File: config.mk
export PLATFORM = sky130hd
export DESIGN_NAME = lob_ctrl
export DESIGN_NICKNAME = d
export VERILOG_FILES = /design/src/assert_macros.svh /design/src/lob_pkg.sv /design/src/lob_ctrl.sv
export SDC_FILE = /design/constraint.sdc
export NUM_CORES = 1
export LEC_CHECK = 0
export ABC_AREA = 1
export BUFFER_PORTS_ARGS = -buffer_cell sky130_fd_sc_hd__buf_2
export CORE_MARGIN = 4
export CORE_UTILIZATION = 38
export DETAILED_ROUTE_END_ITERATION = 10
export PLACE_DENSITY_LB_ADDON = 0.2
export REMOVE_ABC_BUFFERS = 1
export SLEW_MARGIN = 20
export SYNTH_ARGS = -nofsm -noshare
export SYNTH_HDL_FRONTEND = slang
export SYNTH_SLANG_ARGS = --single-unit
File: constraint.sdc
create_clock -name i_clk -period 1.2 [get_ports i_clk]
set_input_delay 0.06 -clock i_clk [delete_from_list [all_inputs] [get_ports i_clk]]
set_output_delay 0.06 -clock i_clk [all_outputs]
set_load 0.05 [all_outputs]
File: src/assert_macros.svh
// Assertion macros shared by the matcher RTL.
// Clocked on i_clk and disabled while i_rst_n is low; no other dependencies.
`ifndef ASSERT_MACROS_SVH
`define ASSERT_MACROS_SVH
`ifndef SYNTHESIS
`define LOB_ASSERT(lbl, prop) \
    lbl: assert property (@(posedge i_clk) disable iff (!i_rst_n) (prop)) \
        else $error("lob assertion failed");
`define LOB_ASSERT_IMP(lbl, ante, cons) \
    lbl: assert property (@(posedge i_clk) disable iff (!i_rst_n) (ante) |-> (cons)) \
        else $error("lob assertion failed");
`define LOB_ASSERT_NXT(lbl, ante, cons) \
    lbl: assert property (@(posedge i_clk) disable iff (!i_rst_n) (ante) |=> (cons)) \
        else $error("lob assertion failed");
`else
`define LOB_ASSERT(lbl, prop)
`define LOB_ASSERT_IMP(lbl, ante, cons)
`define LOB_ASSERT_NXT(lbl, ante, cons)
`endif
`endif

File: src/lob_pkg.sv
`timescale 1ns / 1ps
// Shared types and constants of the order book matcher.
// Used by lob_ctrl, lob_dp, limit_order_book_matcher and the bench; no dependencies.
package lob_pkg;

    localparam logic [15:0] GAS_BASE_RST     = 16'd1500;
    localparam logic [15:0] GAS_PER_FILL_RST = 16'd350;

    // register indexes on the configuration port
    localparam logic [0:0] CFG_GAS_BASE     = 1'b0;
    localparam logic [0:0] CFG_GAS_PER_FILL = 1'b1;

    typedef struct packed {
        logic start;      // latch incoming request
        logic m_rd;       // read best opposite entry
        logic m_apply;    // take a fill against it
        logic mul_step;   // one notional partial product
        logic rest_init;  // begin insertion walk
        logic set_drop;   // side full, flag leftover
        logic r_rd;       // read own entry ahead of the slot
        logic r_shift;    // move that entry one slot back
        logic r_ins;      // write the leftover into the slot
        logic div_init;
        logic div_step;
        logic gas_step;
        logic load_out;
    } t_cmd;

    typedef struct packed {
        logic pre_ok;
        logic match_go;
        logic crosses;
        logic mul_last;
        logic rest_go;
        logic side_full;
        logic slot_zero;
        logic moves;
        logic filled_zero;
        logic div_last;
    } t_sts;

endpackage

File: src/lob_ctrl.sv
`timescale 1ns / 1ps
// Sequencer of the order book matcher: walks one request through match,
// rest, divide and report. Uses lob_pkg command and status types.
module lob_ctrl (
    input  logic          i_clk,
    input  logic          i_rst_n,
    input  logic          i_in_valid,
    input  logic          i_out_stall,
    input  lob_pkg::t_sts i_sts,
    output lob_pkg::t_cmd o_cmd,
    output logic          o_in_stall,
    output logic          o_out_valid
);

    localparam logic [3:0] S_IDLE  = 4'd0;
    localparam logic [3:0] S_MREAD = 4'd1;
    localparam logic [3:0] S_MCHK  = 4'd2;
    localparam logic [3:0] S_MUL   = 4'd3;
    localparam logic [3:0] S_REST  = 4'd4;
    localparam logic [3:0] S_RRD   = 4'd5;
    localparam logic [3:0] S_RCHK  = 4'd6;
    localparam logic [3:0] S_DINIT = 4'd7;
    localparam logic [3:0] S_DIV   = 4'd8;
    localparam logic [3:0] S_GAS   = 4'd9;
    localparam logic [3:0] S_DONE  = 4'd10;

    logic [3:0] r_state;
    logic [3:0] n_state;
    logic       r_out_valid;
    logic       n_out_valid;

    always_comb begin
        n_state = r_state;
        o_cmd   = '0;
        unique case (r_state)
            S_IDLE: begin
                if (i_in_valid) begin
                    o_cmd.start = 1'b1;
                    n_state = i_sts.pre_ok ? S_MREAD : S_DONE;
                end
            end
            S_MREAD: begin
                if (i_sts.match_go) begin
                    o_cmd.m_rd = 1'b1;
                    n_state = S_MCHK;
                end else begin
                    n_state = S_REST;
                end
            end
            S_MCHK: begin
                if (i_sts.crosses) begin
                    o_cmd.m_apply = 1'b1;
                    n_state = S_MUL;
                end else begin
                    n_state = S_REST;
                end
            end
            S_MUL: begin
                o_cmd.mul_step = 1'b1;
                if (i_sts.mul_last) n_state = S_MREAD;
            end
            S_REST: begin
                if (i_sts.rest_go && !i_sts.side_full) begin
                    o_cmd.rest_init = 1'b1;
                    n_state = S_RRD;
                end else begin
                    o_cmd.set_drop = i_sts.rest_go;
                    n_state = S_DINIT;
                end
            end
            S_RRD: begin
                if (i_sts.slot_zero) begin
                    o_cmd.r_ins = 1'b1;
                    n_state = S_DINIT;
                end else begin
                    o_cmd.r_rd = 1'b1;
                    n_state = S_RCHK;
                end
            end
            S_RCHK: begin
                if (i_sts.moves) begin
                    o_cmd.r_shift = 1'b1;
                    n_state = S_RRD;
                end else begin
                    o_cmd.r_ins = 1'b1;
                    n_state = S_DINIT;
                end
            end
            S_DINIT: begin
                o_cmd.div_init = 1'b1;
                n_state = i_sts.filled_zero ? S_GAS : S_DIV;
            end
            S_DIV: begin
                o_cmd.div_step = 1'b1;
                if (i_sts.div_last) n_state = S_GAS;
            end
            S_GAS: begin
                o_cmd.gas_step = 1'b1;
                n_state = S_DONE;
            end
            S_DONE: begin
                // hold until the output register is free
                if (!(r_out_valid && i_out_stall)) begin
                    o_cmd.load_out = 1'b1;
                    n_state = S_IDLE;
                end
            end
            default: n_state = S_IDLE;
        endcase
    end

    always_comb begin
        n_out_valid = r_out_valid;
        if (o_cmd.load_out) n_out_valid = 1'b1;
        else if (!i_out_stall) n_out_valid = 1'b0;
    end

    always_ff @(posedge i_clk) begin
        if (!i_rst_n) begin
            r_state     <= S_IDLE;
            r_out_valid <= 1'b0;
        end else begin
            r_state     <= n_state;
            r_out_valid <= n_out_valid;
        end
    end

    assign o_in_stall  = (r_state != S_IDLE);
    assign o_out_valid = r_out_valid;

endmodule

==> flow_metrics.env <==
export IMPL_run_status="complete, but fails checks"
export IMPL_violations="setup timing"
export IMPL_endpoint_kind="primary output"
export IMPL_crit_type="flop to primary output"
export IMPL_drive_gt1_share_pct=60.0
export IMPL_setup_viol=12
export IMPL_grt_usage_pct=17.0
export IMPL_min_from="i_rst_n"
export IMPL_cts_tree="done"
export IMPL_pre_cts_slack_ns=-0.0173
export IMPL_area_growth_pct=84.0
export IMPL_mostFrequentLayoutCells="21 x nand2_1, 15 x buf_2, 10 x inv_1, 10 x buf_6"
export IMPL_numCtsBuffers=3
export IMPL_maxSlewViolCount=0
export IMPL_hold_viol=0
export IMPL_antenna_found_initial=0
export IMPL_stdcell_count=150
export IMPL_drc=0
export IMPL_rrSetupSlack_ns=-0.05
export IMPL_wl_per_cell_um=11.1
export IMPL_synth_warnings=0
export IMPL_dieArea_um2=2040
export IMPL_netlist_area_um2=524
export IMPL_critPathMaxFanout=4
export IMPL_cts_sinks=5
export IMPL_required_ns=1.14
export IMPL_ys_types=18
export IMPL_whs_path_depth=3
export IMPL_avgSynthCellArea_um2=5.30
export IMPL_cp_start_kind="flop"
export IMPL_rows=13
export IMPL_dp_cells=143
export IMPL_drv_cap=0
export IMPL_syn_inst=99
export IMPL_clk_pin_slew_ns=0.04
export IMPL_hold_class="primary input to flop"
export IMPL_r2r_end="r_state[1]$_SDFFE_PN0P_"
export IMPL_rr_worst_depth=9
export IMPL_overflow=0
export IMPL_fin_crit_sh_pct=108
export IMPL_vias=726
export IMPL_ant_nets=0
export IMPL_crit_start="r_state[3]$_SDFFE_PN0P_"
export IMPL_fin_skew_ns=0.000937
export IMPL_tightest_slew_ns=0.264
export IMPL_mostFrequentLayoutCell="nand2_1"
export IMPL_dp_final_hpwl_mm=1.19
export IMPL_antenna_cells=0
export IMPL_synth_seq_cells=5
export IMPL_period_minus_slack_ns=1.30
export IMPL_h_tree_depth=1
export IMPL_crit_end="o_cmd[12]"
export IMPL_fin_nets=150
export IMPL_worstSkewPairLatency_ns=0.24
export IMPL_grt_pass1_vias=681
export IMPL_setup_slack_ns=-0.0989
export IMPL_port_buffers=28
export IMPL_io_pins=29
export IMPL_rr_startpoint="r_state[0]$_SDFFE_PN0P_"
export IMPL_stdcell_area_um2=965
export IMPL_initial_utilization_pct=40.3
export IMPL_vias_per_cell=4.84
export IMPL_vdd_ir_drop_max_mv=1.54
export IMPL_core_area_um2=1300
export IMPL_die_h_um=45.1
export IMPL_ys_seq_area_share_pct=19.1
export IMPL_dr_pass1_iters=4
export IMPL_drtIter0Drc=5
export IMPL_ctsLongestPathBuffers=2
export IMPL_die_w_um=45.1
export IMPL_routed_wl_mm=1.67
export IMPL_place_area_um2=691
export IMPL_slew_headroom_pct=82.2
export IMPL_p_per_area_nw_per_um2=2390
export IMPL_grt_max_degree=8
export IMPL_critPathArrivalTime_ns=1.24
export IMPL_gp_congestion=0.877
export IMPL_fmax_ghz=0.770
export IMPL_leakage_nw=0.529
export IMPL_rsz0062_at_grt="true"
export IMPL_grt_pass1_wl_mm=2.60
export IMPL_cts_root_buf="clkbuf_4"
==> cell type report <==
type,instances,area (um^2)
multi-input cells,71,437
fillers,107,337
well taps,15,18.8
inverters,22,90.1
flip-flops and latches,5,115
clock buffers,4,26.3
repair buffers,33,278
==> what timing repair did <==
item	4_1_cts	5_1_grt
setup endpoints to repair	15	17
pin swaps	11	14
hold buffers	0	0
gates resized for setup	39	40
buffers inserted	2	1
==> power by group <==
part | total (mW) | switching (mW) | internal (mW)
registers | 0.384 | 0.128 | 0.255
logic | 1.73 | 1.12 | 0.610
clock network | 0.192 | 0.0665 | 0.126
==> sequential cells by signal, indices dropped and copies added (netlist names) <==
name         count
r_state          4
o_out_valid      1
==> per-layer routing <==
| metal | track usage [%] | up-vias | share of wire (%) |
|---|---|---|---|
| li1 | - | 371 | - |
| met1 | 17.4 | 325 | 33 |
| met2 | 29.9 | 26 | 56 |
| met3 | 5.18 | 4 | 9.1 |
| met4 | 9.94 | 0 | 1.7 |
| met5 | 0 | - | 0 |
==> per-stage QoR <==
step / setup TNS [ns] / hold slack (ns) / power [mW] / utilization [%]
CTS: -0.903 / 0.0613 / 1.98 / 64.3
global placement: -0.00534 / 0.305 / 1.59 / 53.1
floorplan: -3.27 / 0.186 / 1.29 / -
detailed placement: -0.0173 / 0.310 / 1.60 / 53.1
global route: -1.90 / 0.0903 / 2.51 / 74.1
finish: -0.713 / 0.0658 / 2.31 / 74.1
==> worst max-delay path, stage by stage (launching register included) <==
cell and delay [ns]:
dfxtp_4 0.36, nor2_4 0.15, inv_4 0.07, nor2_4 0.11, inv_2 0.05, nor2_4 0.10
buf_6 0.16
==> kinds of logic after synthesis <==
group | after synthesis | synth area share (%)
AOI/OAI and AO/OA | 8 | 8.35
buffers and inverters | 23 | 17.2
DFF | 5 | 19.1
and+or+nand+nor | 63 | 55.4
==> Yosys cell counts, drive strengths merged <==
| library cell | number | area, um^2 |
|---|---|---|
| nand3b | 1 | 7.51 |
| nor3 | 1 | 5.00 |
| dfxtp | 5 | 100 |
| inv | 22 | 82.6 |
| nor2 | 20 | 100 |
| o21ai | 2 | 10.0 |
| o22ai | 1 | 6.26 |
| buf | 1 | 7.51 |
| a21oi | 4 | 20.0 |
| o21bai | 1 | 7.51 |
| nand2 | 31 | 126 |
| nand3 | 9 | 45.0 |
| nor4 | 1 | 6.26 |
==> worst min-delay path by stage <==
stage / to / slack (ns)
global route: r_state[2]$_SDFFE_PN0P_ / 0.09
finish: r_state[3]$_SDFFE_PN0P_ / 0.07
global placement: r_state[3]$_SDFFE_PN0P_ / 0.31
floorplan: r_state[3]$_SDFFE_PN0P_ / 0.19
detailed placement: r_state[3]$_SDFFE_PN0P_ / 0.31
CTS: r_state[3]$_SDFFE_PN0P_ / 0.06
Note: power is estimated with default switching activity, not from simulation.
